--- src/rtl/fba_pkg.sv ---
// fba_pkg: shared types, codes and defaults for the free block fifo allocator
// no dependencies; used by every module under rtl
`default_nettype none

package fba_pkg;

   // fixed field widths
   localparam int BLOCK_W = 10;
   localparam int COUNT_W = 11;
   localparam int REQ_W   = 7;

   // defaults for the top level parameters
   localparam int DEF_MAX_BLOCKS = 1024;
   localparam int DEF_MAX_BURST  = 64;

   // depth of the result queue
   localparam int RSP_DEPTH = 4;

   // reset value of the block total register
   localparam logic [COUNT_W-1:0] CSR_TOTAL_RESET = 11'd1024;

   // operation codes
   localparam logic [1:0] OP_INIT  = 2'd0;
   localparam logic [1:0] OP_ALLOC = 2'd1;
   localparam logic [1:0] OP_FREE  = 2'd2;

   // status codes
   localparam logic [1:0] STATUS_OK    = 2'd0;
   localparam logic [1:0] STATUS_SHORT = 2'd1;
   localparam logic [1:0] STATUS_FULL  = 2'd2;
   localparam logic [1:0] STATUS_RANGE = 2'd3;

   typedef struct packed {
      logic [1:0]         operation;
      logic [REQ_W-1:0]   block_count;
      logic [BLOCK_W-1:0] block_index;
   } req_type;

   typedef struct packed {
      logic [BLOCK_W-1:0] granted_block;
      logic               index_valid;
      logic [1:0]         status;
      logic [COUNT_W-1:0] free_count;
      logic               last;
   } rsp_type;

   // classified command between front and back
   typedef enum logic [2:0] {
      CMD_INIT  = 3'd0,
      CMD_ALLOC = 3'd1,
      CMD_FREE  = 3'd2,
      CMD_ZERO  = 3'd3,
      CMD_RANGE = 3'd4
   } cmd_kind_type;

   typedef struct packed {
      cmd_kind_type       kind;
      logic [REQ_W-1:0]   count;
      logic [BLOCK_W-1:0] index;
   } cmd_type;

   typedef enum logic [1:0] {
      ST_IDLE  = 2'b01,
      ST_ALLOC = 2'b10
   } back_state_type;

endpackage

`default_nettype wire

--- src/rtl/fba_rsp_queue.sv ---
// fba_rsp_queue: small result queue facing the rsp_ ports
// depends on fba_pkg
`default_nettype none

module fba_rsp_queue #(
   parameter int DEPTH = fba_pkg::RSP_DEPTH
) (
   input  wire logic                       clock,
   input  wire logic                       reset,
   input  wire logic                       push,
   input  wire fba_pkg::rsp_type           push_data,
   input  wire logic                       pop,
   output logic                            empty,
   output fba_pkg::rsp_type                head_data,
   output logic [$clog2(DEPTH+1)-1:0]      count
);

   localparam int AW = (DEPTH > 1) ? $clog2(DEPTH) : 1;
   localparam int NW = $clog2(DEPTH + 1);

   fba_pkg::rsp_type entry_ff [DEPTH];
   logic [AW-1:0]    wr_ptr_ff, wr_ptr_in;
   logic [AW-1:0]    rd_ptr_ff, rd_ptr_in;
   logic [NW-1:0]    count_ff, count_in;
   logic             deq;

   assign empty     = (count_ff == '0);
   assign head_data = entry_ff[rd_ptr_ff];
   assign count     = count_ff;
   assign deq       = pop && !empty;

   always_comb begin
      wr_ptr_in = wr_ptr_ff;
      rd_ptr_in = rd_ptr_ff;
      count_in  = count_ff;
      if (push) begin
         wr_ptr_in = (wr_ptr_ff == AW'(DEPTH - 1)) ? '0 : wr_ptr_ff + AW'(1);
      end
      if (deq) begin
         rd_ptr_in = (rd_ptr_ff == AW'(DEPTH - 1)) ? '0 : rd_ptr_ff + AW'(1);
      end
      if (push && !deq) begin
         count_in = count_ff + NW'(1);
      end else if (!push && deq) begin
         count_in = count_ff - NW'(1);
      end
   end

   always_ff @(posedge clock) begin
      if (reset) begin
         wr_ptr_ff <= '0;
         rd_ptr_ff <= '0;
         count_ff  <= '0;
      end else begin
         wr_ptr_ff <= wr_ptr_in;
         rd_ptr_ff <= rd_ptr_in;
         count_ff  <= count_in;
      end
   end

   always_ff @(posedge clock) begin
      if (push) begin
         entry_ff[wr_ptr_ff] <= push_data;
      end
   end

endmodule

`default_nettype wire

--- config.mk ---
export PLATFORM = sky130hd
export DESIGN_NAME = fba_rsp_queue
export DESIGN_NICKNAME = d
export VERILOG_FILES = /design/src/rtl/fba_pkg.sv /design/src/rtl/fba_rsp_queue.sv
export SDC_FILE = /design/constraint.sdc
export NUM_CORES = 1
export LEC_CHECK = 0
export ABC_CLOCK_PERIOD_IN_PS = 6100
export BUFFER_PORTS_ARGS = -buffer_cell sky130_fd_sc_hd__buf_4
export CAP_MARGIN = 20
export CORE_MARGIN = 2
export CORE_UTILIZATION = 60
export DETAILED_ROUTE_END_ITERATION = 12
export PLACE_DENSITY = 0.81
export SKIP_CTS_REPAIR_TIMING = 1
export SLEW_MARGIN = 20
export SYNTH_ARGS = -nofsm -noshare
export SYNTH_HDL_FRONTEND = slang
export SYNTH_SLANG_ARGS = --single-unit
--- constraint.sdc ---
create_clock -name clock -period 6.1 [get_ports clock]
set_input_delay 0.915 -clock clock [delete_from_list [all_inputs] [get_ports clock]]
set_output_delay 0.915 -clock clock [all_outputs]
set_load 0.01 [all_outputs]
== Yosys cells after proc, flatten, opt, wreduce, memory -nomap -nowiden ==
Memories as Yosys holds them, arrays and structs flattened. A register that Yosys moved wholly into a read port is not among the register bits.
Index checks and enable logic that the tools add are counted.
Storage, ports and cells
  register bits after elaboration: 7
  latch bits: 0
  memory bits (writable): 100
  bits in read-only memories: 0
  input bits: 29
  output and inout bits: 29
  word-level logic and storage cells: 26
  memories: 1
Memories
  entry_ff: words 4, bits a word 25, read ports 1, clocked after Yosys merged registers in 1, wr ports 1, RTL line fba_rsp_queue.sv:21  | fba_pkg::rsp_type entry_ff [DEPTH];
Cells by class
  add/sub/neg operators: 4
  multipliers: 0
  divide/modulo/power cells: 0
  order comparisons: 0
  equality and inequality tests: 2
  shifts and indexed selects: 0
  mux-type cells: 8
  bitwise operators: 0
  reductions and logical operators: 8
Operators by type and width (number)
  $mux W2: 4
  $mux W3: 2
  $add A2 B1 Y2 const B: 2
  $eq A2 B2 Y1 const B: 2
  $add A3 B1 Y3 const B: 1
  $logic_and A1 B1 Y1: 3
  $logic_not A1 Y1: 3
  $logic_not A3 Y1: 1
  $sub A3 B1 Y3 const B: 1
  $mux W1: 2
  $reduce_bool A2 Y1: 1

== Depth between registers and ports, before layout ==
  depth after elaboration: 6
  depth in mapped cells: 7
  depth with buffers taken out: 7

== Worst setup path after synthesis ==
Ideal clock, no wire load.
  path kind: input -> register
  start: input port pop
  end: register count_ff[2] (netlist: count[2])
  arrival: 2168 ps
  data required time: 6030 ps
  path slack: 3863 ps
  stages on the path: 7
  buffers on the path: 0
  cells stage by stage: o31ai_4 > ha_1 > inv_1 > fa_1 > xor2_1 > or3_1 > a21oi_1
On the way
  word-level cells in the longest chain between the ends: 4
RTL lines
  start, declared: RTL line fba_rsp_queue.sv:12  | input wire logic pop,
  $logic_and A1 B1 Y1 *: RTL line fba_rsp_queue.sv:30  | assign deq = pop && !empty;
  $logic_not A1 Y1: RTL line fba_rsp_queue.sv:42  | if (push && !deq) begin
  $logic_and A1 B1 Y1: RTL line fba_rsp_queue.sv:42
  $mux W3 or $reduce_bool A2 Y1 (tied branches)
  end signal, assigned: RTL line fba_rsp_queue.sv:57  | count_ff <= count_in;
  end, declared: RTL line fba_rsp_queue.sv:24  | logic [NW-1:0] count_ff, count_in;
Every way passes the cells marked *; elsewhere a longest branch is shown, timed or not.
A chain may end at the register's enable or synchronous reset.

==> run_results.csv <==
group,metric,value,unit
logic_synthesis,synth_compound_area_share,0.885,%
logic_synthesis,synth_top_cells_by_area,"edfxtp_1, mux4_2, dfxtp_1, mux4_1, ha_1",
floorplan,dieArea,7510,um2
route,wl_per_cell,20.2,um
logic_synthesis,synth_top_area_share,73.2,%
route,via_per_inst,5.76,
floorplan,die-height,86.7,um
logic_synthesis,synth_seq_area_share,77.6,%
worst_setup_path,worstRegToRegCells,7,
global_route,grt_first_pass_wirelength,10.1,mm
timing,rsz0062_at_grt,"no",
route,drc,0,
timing,clock_skew,0.00408,ns
place,place_inst,310,
worst_setup_path,critPathSlowestCell,"dfxtp_2",
floorplan,core,6720,um2
cells_and_area,n_antenna_cell,0,
cts,h-tree-depth,3,
cells_and_area,layout.cells.non_filler,326,
worst_setup_path,critPathKind,"reg -> out",
route,antenna_left,0,
worst_setup_path,regToRegStartpoint,"count[1]",
timing,drv_slew,0,
place,gp_congestion,0.693,
power_and_ir_drop,p_leak,1.68,nW
cts,numCtsBuffers,9,
logic_synthesis,synthCells,174,
logic_synthesis,synth-simple-area-share,1.68,%
worst_setup_path,cp_top_family,"flip-flops",
timing,holdWs,0.508,ns
global_route,grt_use_total,18.9,%
global_route,grt_start_max_net_pins,26,
timing,fin_crit_sh,49.4,%
logic_synthesis,yosys.area.top_type,"edfxtp_1",
timing,fmaxAchievable,332,MHz
cts,clock_sinks,109,
worst_setup_path,reg2reg_slack,3.98,ns
route,first_pass_iters,4,
cts,clk_path_buf_depth,2,
worst_setup_path,crit_buf_inv,1,
logic_synthesis,syn-num-nets,210,
global_route,grt-ovfl-total,0,
floorplan,ios,58,
timing,hold_violations,0,
route,drt_iter0_drc,133,
timing,slew_headroom,41.8,%
cts,clk_pin_slew_worst_paths,0.09,ns
timing,layout_min_cycle_time,3.01,ns
logic_synthesis,yosysUniqueCellTypes,21,
worst_setup_path,path_max_fanout,25,
timing,setup_viol,0,
cts,cts-root-buf,"clkbuf_8",
worst_setup_path,worst_ep_arrival_time,2.10,ns
worst_hold_path,worstHoldPathType,"reg -> reg",
cells_and_area,post-route-cell-area,4800,um2
logic_synthesis,ys_ff_latch,109,
cells_and_area,drive_above_1_share,40.7,%
cells_and_area,area_growth,17.1,%
worst_hold_path,worstHoldStart,"rd_ptr_ff[0]",
logic_synthesis,synth_fa_ha_area_share,2.32,%
worst_setup_path,crit_required,5.18,ns
global_route,grt_pass1_vias,1971,
cells_and_area,layout_common_cells,"edfxtp_1, buf_4, mux4_2",
place,port-buffer-count,57,
floorplan,initial_core_util,61.0,%
place,dp_hpwl,4.35,mm
power_and_ir_drop,p_per_area,353,nW/um2
logic_synthesis,synth_area,4100,um2
power_and_ir_drop,max-vdd-ir-drop,207,uV
global_route,antenna_found_initial,0,
floorplan,fp-row-count,30,
timing,finalSetupTns,0,ns
run,drv_cap,0,
worst_hold_path,min_path_cells,2,
worst_setup_path,end_kind,"output pin",
worst_setup_path,path_cells,"mux4_1 -> buf_4",
worst_setup_path,r2r_end,"count[2]",
place,place_area,4600,um2
logic_synthesis,yosys_warnings,0,
cts,clk_latency,0.36,ns
floorplan,die_width,86.7,um
worst_setup_path,critPathLaunchType,"register",
cts,tritoncts,"built",
worst_setup_path,critical_path.max_stage_delay,0.91,ns
route,vias,1879,
logic_synthesis,syn_avg_cell_area,23.6,um2
cells_and_area,layout_commonest_cell,"edfxtp_1",
status,status,"finished clean",
cells_and_area,nNetsFinal,277,
cells_and_area,final_util,71.4,%
logic_synthesis,synth_top_family_by_area,"multiplexers",
logic_synthesis,synthMuxAreaShare,15.2,%
route,totalWireLength,6.59,mm
timing,worst_pin_slew,0.873,ns
logic_synthesis,synth-xor-area-share,0.427,%
kinds of logic (layout without fill, tap and decap cells):
kind of cell / after synthesis / count (layout)
AOI/OAI and AO/OA: 4 / 4
xor gates and xnor gates: 2 / 2
adders and majority gates: 7 / 7
buffers and inverters: 9 / 81
DFF: 109 / 109
muxes: 29 / 29
and+or+nand+nor: 14 / 14
cell type report:
type	count	area, um2
multi-input cells	56	840
inverters	3	11.3
fillers	403	1920
clock inverters	7	75.1
clock buffers	9	124
well taps	80	100
flip-flops and latches	109	3180
repair buffers	62	465
tightest hold or removal path, stage by stage (launching register included):
cell	delay, ns
dfxtp_1	0.34
nand2_1	0.06
a21oi_1	0.07
per-layer routing:
layer	vias to the layer above	part of all wire (%)	global-route usage [%]
li1	849	-	-
met1	962	40	23.3
met2	55	53	31.3
met3	13	4.5	5.24
met4	0	2.3	8.81
met5	-	0	0
synth_stat cells, drive strengths merged:
cell / instances
edfxtp: 100
nand2: 1
mux2i: 4
o31ai: 1
inv: 3
o21ai: 1
nor2: 6
xor2: 2
ha: 6
or3: 2
nor3: 1
fa: 1
buf: 5
a21oi: 2
mux4: 25
clkbuf: 1
and2: 4
dfxtp: 9
where the power goes:
group / switching [W] / internal, W / total (W)
combinational: 0.000141 / 0.000210 / 0.000351
clock: 0.000234 / 0.000192 / 0.000425
sequential: 0.0000582 / 0.000862 / 0.000920
registers in the layout, indices dropped and copies added (netlist names), named ones only:
register / count
entry_ff: 100
count: 3
rd_ptr_ff: 2
wr_ptr_ff: 2
worst max-delay path by stage:
stage                               end  slack (ns)  depth (start not counted)
final                     head_data[10]        3.09                          2
after global routing      head_data[10]        2.94                          2
after CTS                 head_data[10]        3.03                          2
after detailed placement  head_data[10]        3.44                          2
after global placement    head_data[11]        3.45                          2
after floorplan                count[2]        3.86                          7
through the flow:
stage               total power, W  setup slack (ns)
global placement           0.00128              3.45
CTS                        0.00171              3.03
global route               0.00177              2.94
detailed placement         0.00129              3.44
finish                     0.00170              3.09
floorplan                  0.00116              3.86
Note: power is estimated with default switching activity, not from simulation.
