[src/rtl/fba_pkg.sv]
// fba_pkg: shared types, codes and defaults for the free block fifo allocator
// no dependencies; used by every module under rtl
`default_nettype none

package fba_pkg;

   // fixed field widths
   localparam int BLOCK_W = 10;
   localparam int COUNT_W = 11;
   localparam int REQ_W   = 7;

   // defaults for the top level parameters
   localparam int DEF_MAX_BLOCKS = 1024;
   localparam int DEF_MAX_BURST  = 64;

   // depth of the result queue
   localparam int RSP_DEPTH = 4;

   // reset value of the block total register
   localparam logic [COUNT_W-1:0] CSR_TOTAL_RESET = 11'd1024;

   // operation codes
   localparam logic [1:0] OP_INIT  = 2'd0;
   localparam logic [1:0] OP_ALLOC = 2'd1;
   localparam logic [1:0] OP_FREE  = 2'd2;

   // status codes
   localparam logic [1:0] STATUS_OK    = 2'd0;
   localparam logic [1:0] STATUS_SHORT = 2'd1;
   localparam logic [1:0] STATUS_FULL  = 2'd2;
   localparam logic [1:0] STATUS_RANGE = 2'd3;

   typedef struct packed {
      logic [1:0]         operation;
      logic [REQ_W-1:0]   block_count;
      logic [BLOCK_W-1:0] block_index;
   } req_type;

   typedef struct packed {
      logic [BLOCK_W-1:0] granted_block;
      logic               index_valid;
      logic [1:0]         status;
      logic [COUNT_W-1:0] free_count;
      logic               last;
   } rsp_type;

   // classified command between front and back
   typedef enum logic [2:0] {
      CMD_INIT  = 3'd0,
      CMD_ALLOC = 3'd1,
      CMD_FREE  = 3'd2,
      CMD_ZERO  = 3'd3,
      CMD_RANGE = 3'd4
   } cmd_kind_type;

   typedef struct packed {
      cmd_kind_type       kind;
      logic [REQ_W-1:0]   count;
      logic [BLOCK_W-1:0] index;
   } cmd_type;

   typedef enum logic [1:0] {
      ST_IDLE  = 2'b01,
      ST_ALLOC = 2'b10
   } back_state_type;

endpackage

`default_nettype wire

[src/rtl/fba_front.sv]
// fba_front: accepts request transactions, classifies them, two-entry command queue
// depends on fba_pkg
`default_nettype none

module fba_front #(
   parameter int MAX_BLOCKS = fba_pkg::DEF_MAX_BLOCKS,
   parameter int MAX_BURST  = fba_pkg::DEF_MAX_BURST
) (
   input  wire logic                 clock,
   input  wire logic                 reset,
   input  wire logic                 req_push,
   output logic                      req_full,
   input  wire fba_pkg::req_type     req_data,
   input  wire logic [$clog2(MAX_BLOCKS+1)-1:0] total,
   output logic                      cmd_valid,
   output fba_pkg::cmd_type          cmd_data,
   input  wire logic                 cmd_pop
);

   localparam int CW = $clog2(MAX_BLOCKS + 1);
   localparam int XW = (CW > fba_pkg::BLOCK_W) ? CW : fba_pkg::BLOCK_W;

   fba_pkg::cmd_type queue_ff [2];
   logic             wr_ptr_ff, wr_ptr_in;
   logic             rd_ptr_ff, rd_ptr_in;
   logic [1:0]       count_ff, count_in;

   fba_pkg::cmd_type cmd_new;
   logic             accept;
   logic             enq;
   logic             deq;

   // classification
   always_comb begin
      cmd_new       = '0;
      cmd_new.index = req_data.block_index;
      enq           = 1'b0;
      unique case (req_data.operation)
         fba_pkg::OP_INIT: begin
            cmd_new.kind = fba_pkg::CMD_INIT;
            enq          = 1'b1;
         end
         fba_pkg::OP_ALLOC: begin
            if (req_data.block_count > fba_pkg::REQ_W'(MAX_BURST)) begin
               cmd_new.count = fba_pkg::REQ_W'(MAX_BURST);
            end else begin
               cmd_new.count = req_data.block_count;
            end
            cmd_new.kind = (req_data.block_count == '0) ? fba_pkg::CMD_ZERO
                                                        : fba_pkg::CMD_ALLOC;
            enq          = 1'b1;
         end
         fba_pkg::OP_FREE: begin
            cmd_new.kind = (XW'(req_data.block_index) >= XW'(total)) ? fba_pkg::CMD_RANGE
                                                                     : fba_pkg::CMD_FREE;
            enq          = 1'b1;
         end
         default: begin
            // unused code: taken and dropped
            cmd_new.kind = fba_pkg::CMD_ZERO;
            enq          = 1'b0;
         end
      endcase
   end

   assign req_full  = (count_ff == 2'd2);
   assign accept    = req_push && !req_full;
   assign cmd_valid = (count_ff != 2'd0);
   assign cmd_data  = queue_ff[rd_ptr_ff];
   assign deq       = cmd_pop && cmd_valid;

   always_comb begin
      wr_ptr_in = wr_ptr_ff;
      rd_ptr_in = rd_ptr_ff;
      count_in  = count_ff;
      if (accept && enq) begin
         wr_ptr_in = ~wr_ptr_ff;
      end
      if (deq) begin
         rd_ptr_in = ~rd_ptr_ff;
      end
      if ((accept && enq) && !deq) begin
         count_in = count_ff + 2'd1;
      end else if (!(accept && enq) && deq) begin
         count_in = count_ff - 2'd1;
      end
   end

   always_ff @(posedge clock) begin
      if (reset) begin
         wr_ptr_ff <= 1'b0;
         rd_ptr_ff <= 1'b0;
         count_ff  <= 2'd0;
      end else begin
         wr_ptr_ff <= wr_ptr_in;
         rd_ptr_ff <= rd_ptr_in;
         count_ff  <= count_in;
      end
   end

   always_ff @(posedge clock) begin
      if (accept && enq) begin
         queue_ff[wr_ptr_ff] <= cmd_new;
      end
   end

endmodule

`default_nettype wire

[config.mk]
export PLATFORM = sky130hd
export DESIGN_NAME = fba_front
export DESIGN_NICKNAME = d
export VERILOG_FILES = /design/src/rtl/fba_pkg.sv /design/src/rtl/fba_front.sv
export SDC_FILE = /design/constraint.sdc
export NUM_CORES = 1
export LEC_CHECK = 0
export BUFFER_PORTS_ARGS = -buffer_cell sky130_fd_sc_hd__buf_2
export CORE_MARGIN = 2
export CORE_UTILIZATION = 45
export CTS_BUF_LIST = sky130_fd_sc_hd__clkbuf_4
export CTS_CLUSTER_DIAMETER = 150
export CTS_CLUSTER_SIZE = 14
export DETAILED_ROUTE_END_ITERATION = 10
export PLACE_DENSITY_LB_ADDON = 0.3
export SLEW_MARGIN = 20
export SYNTH_ARGS = -nofsm -noshare
export SYNTH_HDL_FRONTEND = slang
export SYNTH_SLANG_ARGS = --single-unit
[constraint.sdc]
create_clock -name clock -period 2.5 [get_ports clock]
set_input_delay 0.625 -clock clock [delete_from_list [all_inputs] [get_ports clock]]
set_output_delay 0.625 -clock clock [all_outputs]
set_load 0.02 [all_outputs]
# ---- After elaboration in Yosys (flattened, before gate mapping)
# Memory sizes are Yosys's and may differ from the RTL's. A register that Yosys moved wholly into a read port is not among the register bits.
# Cells that the tools add are included.
dict set report totals {
  wordCells 38
  output_inout_bits 22
  register_bits 4
  memories 1
  mem_bits_rw 40
  inputBits 34
}
# memory words width read_ports rd_ports_with_merged_regs wr line
set memory_table {}
lappend memory_table {queue_ff 2 20 1 1 1 fba_front.sv:23} ;# fba_pkg::cmd_type queue_ff [2];
dict set report classes {
  n_addsub 2
  mux 12
  n_eq_ne 3
  magnitude_cmp 2
  reduce_logical 13
  n_bitwise 2
}
# op n
set ops {}
lappend ops {{$mux W7} 2}
lappend ops {{$ge A10 B11 Y1} 1}
lappend ops {{$pmux W3 S3} 1}
lappend ops {{$gt A7 B7 Y1 const B} 1}
lappend ops {{$logic_not A7 Y1} 1}
lappend ops {{$mux W2} 3}
lappend ops {{$logic_and A1 B1 Y1} 5}
lappend ops {{$mux W1} 5}
lappend ops {{$eq A2 B2 Y1 const B} 2}
lappend ops {{$reduce_bool A2 Y1} 2}
lappend ops {{$logic_not A1 Y1} 3}
lappend ops {{$mux W3} 1}
lappend ops {{$reduce_or A3 Y1} 1}
lappend ops {{$add A2 B1 Y2 const B} 1}
lappend ops {{$eq A2 B1 Y1 const B} 1}
lappend ops {{$logic_not A2 Y1} 1}
lappend ops {{$not A1 Y1} 2}
lappend ops {{$sub A2 B1 Y2 const B} 1}

# ---- Longest topological paths before layout
dict set report logic_depth {
  ltp_word 8
  mapped_depth 6
  depth_no_buf 6
}

# ---- Least setup slack after synthesis
# No wires, ideal clock.
dict set report synth_timing {
  kind {input -> register}
  start {input req_push}
  end {memory queue_ff[0][0] in the netlist's numbering (enable)}
  path_stages 3
  setup_ns 0.399
  slack_ns 0.197
  required_time_ns 2.101
  arrival_time_ns 1.904
  path_cell_list {inv_1 -> a211oi_4 -> nor2b_1}
}
dict set report synth_via {
  elab_chain_len 4
}
# element line
set synth_lines {}
lappend synth_lines {{start, declared} fba_front.sv:11} ;# input wire logic req_push,
lappend synth_lines {{$logic_and A1 B1 Y1} fba_front.sv:67} ;# assign accept = req_push && !req_full;
lappend synth_lines {{$logic_and A1 B1 Y1} fba_front.sv:102} ;# if (accept && enq) begin
lappend synth_lines {{$mux W1} fba_front.sv:102}
lappend synth_lines {{$mux W1 (not written as such)} fba_front.sv:103} ;# queue_ff[wr_ptr_ff] <= cmd_new;
lappend synth_lines {{end, declared} fba_front.sv:23}
# No other way between the ends.

==> results.sh <==
export IMPL_hp_class="in -> reg"
export IMPL_layout_nets=250
export IMPL_synthAdderAreaFrac_pct=6.72
export IMPL_tightest_slew_ps=344
export IMPL_htreeDepth=2
export IMPL_cts_buffers=5
export IMPL_clockPowerShare_pct=19.9
export IMPL_drive_gt1_share_pct=45.6
export IMPL_required_ps=1880
export IMPL_fin_tns_setup_ps=0
export IMPL_track_usage_pct=15.8
export IMPL_crit_type="reg -> out"
export IMPL_irDropWorstVdd_uv=463
export IMPL_fin_crit_sh_pct=84.9
export IMPL_synthCells=141
export IMPL_path_cells="buf_4 -> mux2_2 -> buf_2"
export IMPL_start_util_pct=46.7
export IMPL_grt_pass1_vias=1353
export IMPL_finalHoldViolations=0
export IMPL_critPathCaptureType="primary output"
export IMPL_port_buffers=55
export IMPL_placedCellCount=250
export IMPL_max_freq_ghz=0.471
export IMPL_p_leak_nw=1.05
export IMPL_skew_ps=7.72
export IMPL_power_density_nw_per_um2=877
export IMPL_post_cts_resized=0
export IMPL_synth_area_per_cell_sq_um=14.5
export IMPL_cp_arrival_ps=1500
export IMPL_grt_pass1_wl_mm=6.02
export IMPL_boundaryPins=56
export IMPL_cpPeakStageDelay_ps=380
export IMPL_vias=1285
export IMPL_drt_iter0_drc=49
export IMPL_synth_xor_area_share_pct=1.71
export IMPL_fin_hold_ws_ps=469
export IMPL_combPwrFrac_pct=34.8
export IMPL_crit_fanout=20
export IMPL_worstReg2RegStart="count_ff[0]"
export IMPL_cp_start_kind="register"
export IMPL_synth_simple_gate_area_share_pct=8.61
export IMPL_grt_ovfl_total=0
export IMPL_syn_nets=186
export IMPL_core_area_sq_um=4380
export IMPL_drt_first_pass_iters=4
export IMPL_antenna_found_initial=0
export IMPL_swShare_pct=32.1
export IMPL_synth_seq_area_share_pct=63.5
export IMPL_ys_warn_count=0
export IMPL_die_w_um=71.5
export IMPL_die_area_sq_um=5110
export IMPL_min_period_ps=2120
export IMPL_synth_mux_area_fraction_pct=11.0
export IMPL_instances_no_fill=258
export IMPL_clkLatencyLatePin_ps=360
export IMPL_rsz0062_at_grt="false"
export IMPL_root_buffer="clkbuf_4"
export IMPL_maxCapViolations=0
export IMPL_drv_slew=0
export IMPL_synthDistinctLibCells=30
export IMPL_slew_headroom_pct=77.0
export IMPL_cts_tree="yes"
export IMPL_power_switching_uw=699
export IMPL_cts_hold_buf=0
export IMPL_postCtsSetupRepairBufs=0
export IMPL_outcome="completed"
export IMPL_synth_top_family_by_area="multiplexers"
export IMPL_hp_start="req_data[5]"
export IMPL_synth_compound_area_share_pct=5.13
export IMPL_setup_viol=0
export IMPL_wl_per_cell_um=14.3
export IMPL_cellInternalPower_mw=1.48
export IMPL_drt_wl_total_mm=3.68
export IMPL_post_drt_via_cell_ratio=4.98
export IMPL_num_antenna_cells=0
export IMPL_gp_congestion=0.730
export IMPL_cpLargestDelayFamily="buffers and inverters"
export IMPL_syn_cell_area_sq_um=2050
export IMPL_clk_path_buf_depth=2
export IMPL_area_delta_synth_final_pct=21.5
export IMPL_seq_power_share_pct=45.2
export IMPL_synth_seq_cells=45
export IMPL_clk_pin_slew_ps=130
export IMPL_die_h_um=71.5
export IMPL_drc_errors=0
export IMPL_slowest_stage="mux2_2"
export IMPL_grt_start_max_net_pins=21
export IMPL_path_buf_inv=2
export IMPL_cts_sinks=45
export IMPL_place_hpwl_mm=2.78
export IMPL_ant_nets=0
export IMPL_num_rows=24
-- cells in the mapped netlist (all sizes together) --
cell / instances / share of area, %
a31oi: 1 / 0.31
nand2: 6 / 1.1
nor2b: 3 / 0.92
ha: 11 / 6.7
o21ai: 3 / 0.73
nor2: 5 / 0.92
a21o: 1 / 0.37
xor2: 3 / 1.3
xnor2: 1 / 0.43
nand2b: 1 / 0.31
a221oi: 1 / 0.73
o22ai: 1 / 0.31
dfxtp: 5 / 4.9
nor3: 1 / 0.49
dlygate4sd1: 1 / 0.43
mux2: 20 / 11
inv: 13 / 2.4
or3: 1 / 0.31
or2: 1 / 0.31
nor4: 2 / 0.92
and2: 8 / 2.5
buf: 2 / 0.49
edfxtp: 40 / 59
a21oi: 7 / 1.7
a211oi: 1 / 0.98
and4b: 1 / 0.49
nor3b: 1 / 0.37
-- final timing paths --
check	to	slack, ps	cells after the start
min	queue_ff[1][5]	470	1
max reg2reg	count_ff[1]	820	5
max	cmd_data[18]	380	3
min reg2reg	count_ff[1]	510	2
-- cell usage in the layout, fill, tap and decap left out, types with 2 or more instances in the layout --
master    count
edfxtp_1     40
and2_1        7
xor2_1        3
clkbuf_4      6
inv_1        12
dfxtp_1       5
nor2_1        5
buf_2        55
mux2_2       20
o21ai_0       3
ha_1         11
a21oi_1       7
nand2_1       6
buf_4         5
nor2b_1       2
-- per-layer routing --
metal	GRT usage, %	up-vias	part of all wire, %
met3	3.80	4	5.3
li1	-	640	-
met4	9.01	0	0.98
met5	0	-	0
met2	29.0	31	56
met1	16.4	610	38
-- cell type report --
cell class	instances	area, sq um
clock buffer	6	45.0
clock inverter	2	33.8
fill	378	1900
inverter	13	48.8
multi-input combinational	80	682
sequential	45	1300
tap	52	65.1
timing repair buffer	60	313
-- through the flow --
stage,power (mW),instance area [sq um],util [%],setup slack [ps]
floorplan,1.52,2050,-,197
global placement,1.74,2410,55.0,581
detailed placement,1.77,2410,55.0,509
CTS,2.21,2490,56.8,341
global route,2.30,2490,56.8,304
finish,2.18,2490,56.8,377
-- logic make-up (layout without fill, tap and decap cells) --
kind of cell / Yosys count / count (layout)
flip-flops: 45 / 45
AND/OR/NAND/NOR: 30 / 30
multiplexers: 20 / 20
buffers and inverters: 16 / 81
AO/OA/AOI/OAI: 15 / 15
adder cells (fa/ha/maj): 11 / 11
XOR/XNOR: 4 / 4
-- state kept, by name, indices dropped and copies added (netlist names), named ones only --
name,flops
queue_ff,40
count_ff,2
rd_ptr_ff,1
wr_ptr_ff,1
-- power groups by stage --
stage,clock network (mW),logic [mW],registers [mW]
global route,0.472,0.826,1.00
floorplan,0,0.525,0.994
detailed placement,0,0.768,1.00
global placement,0,0.747,0.996
CTS,0.450,0.774,0.987
finish,0.435,0.760,0.986
No activity file was read; power rests on OpenSTA's default activity.
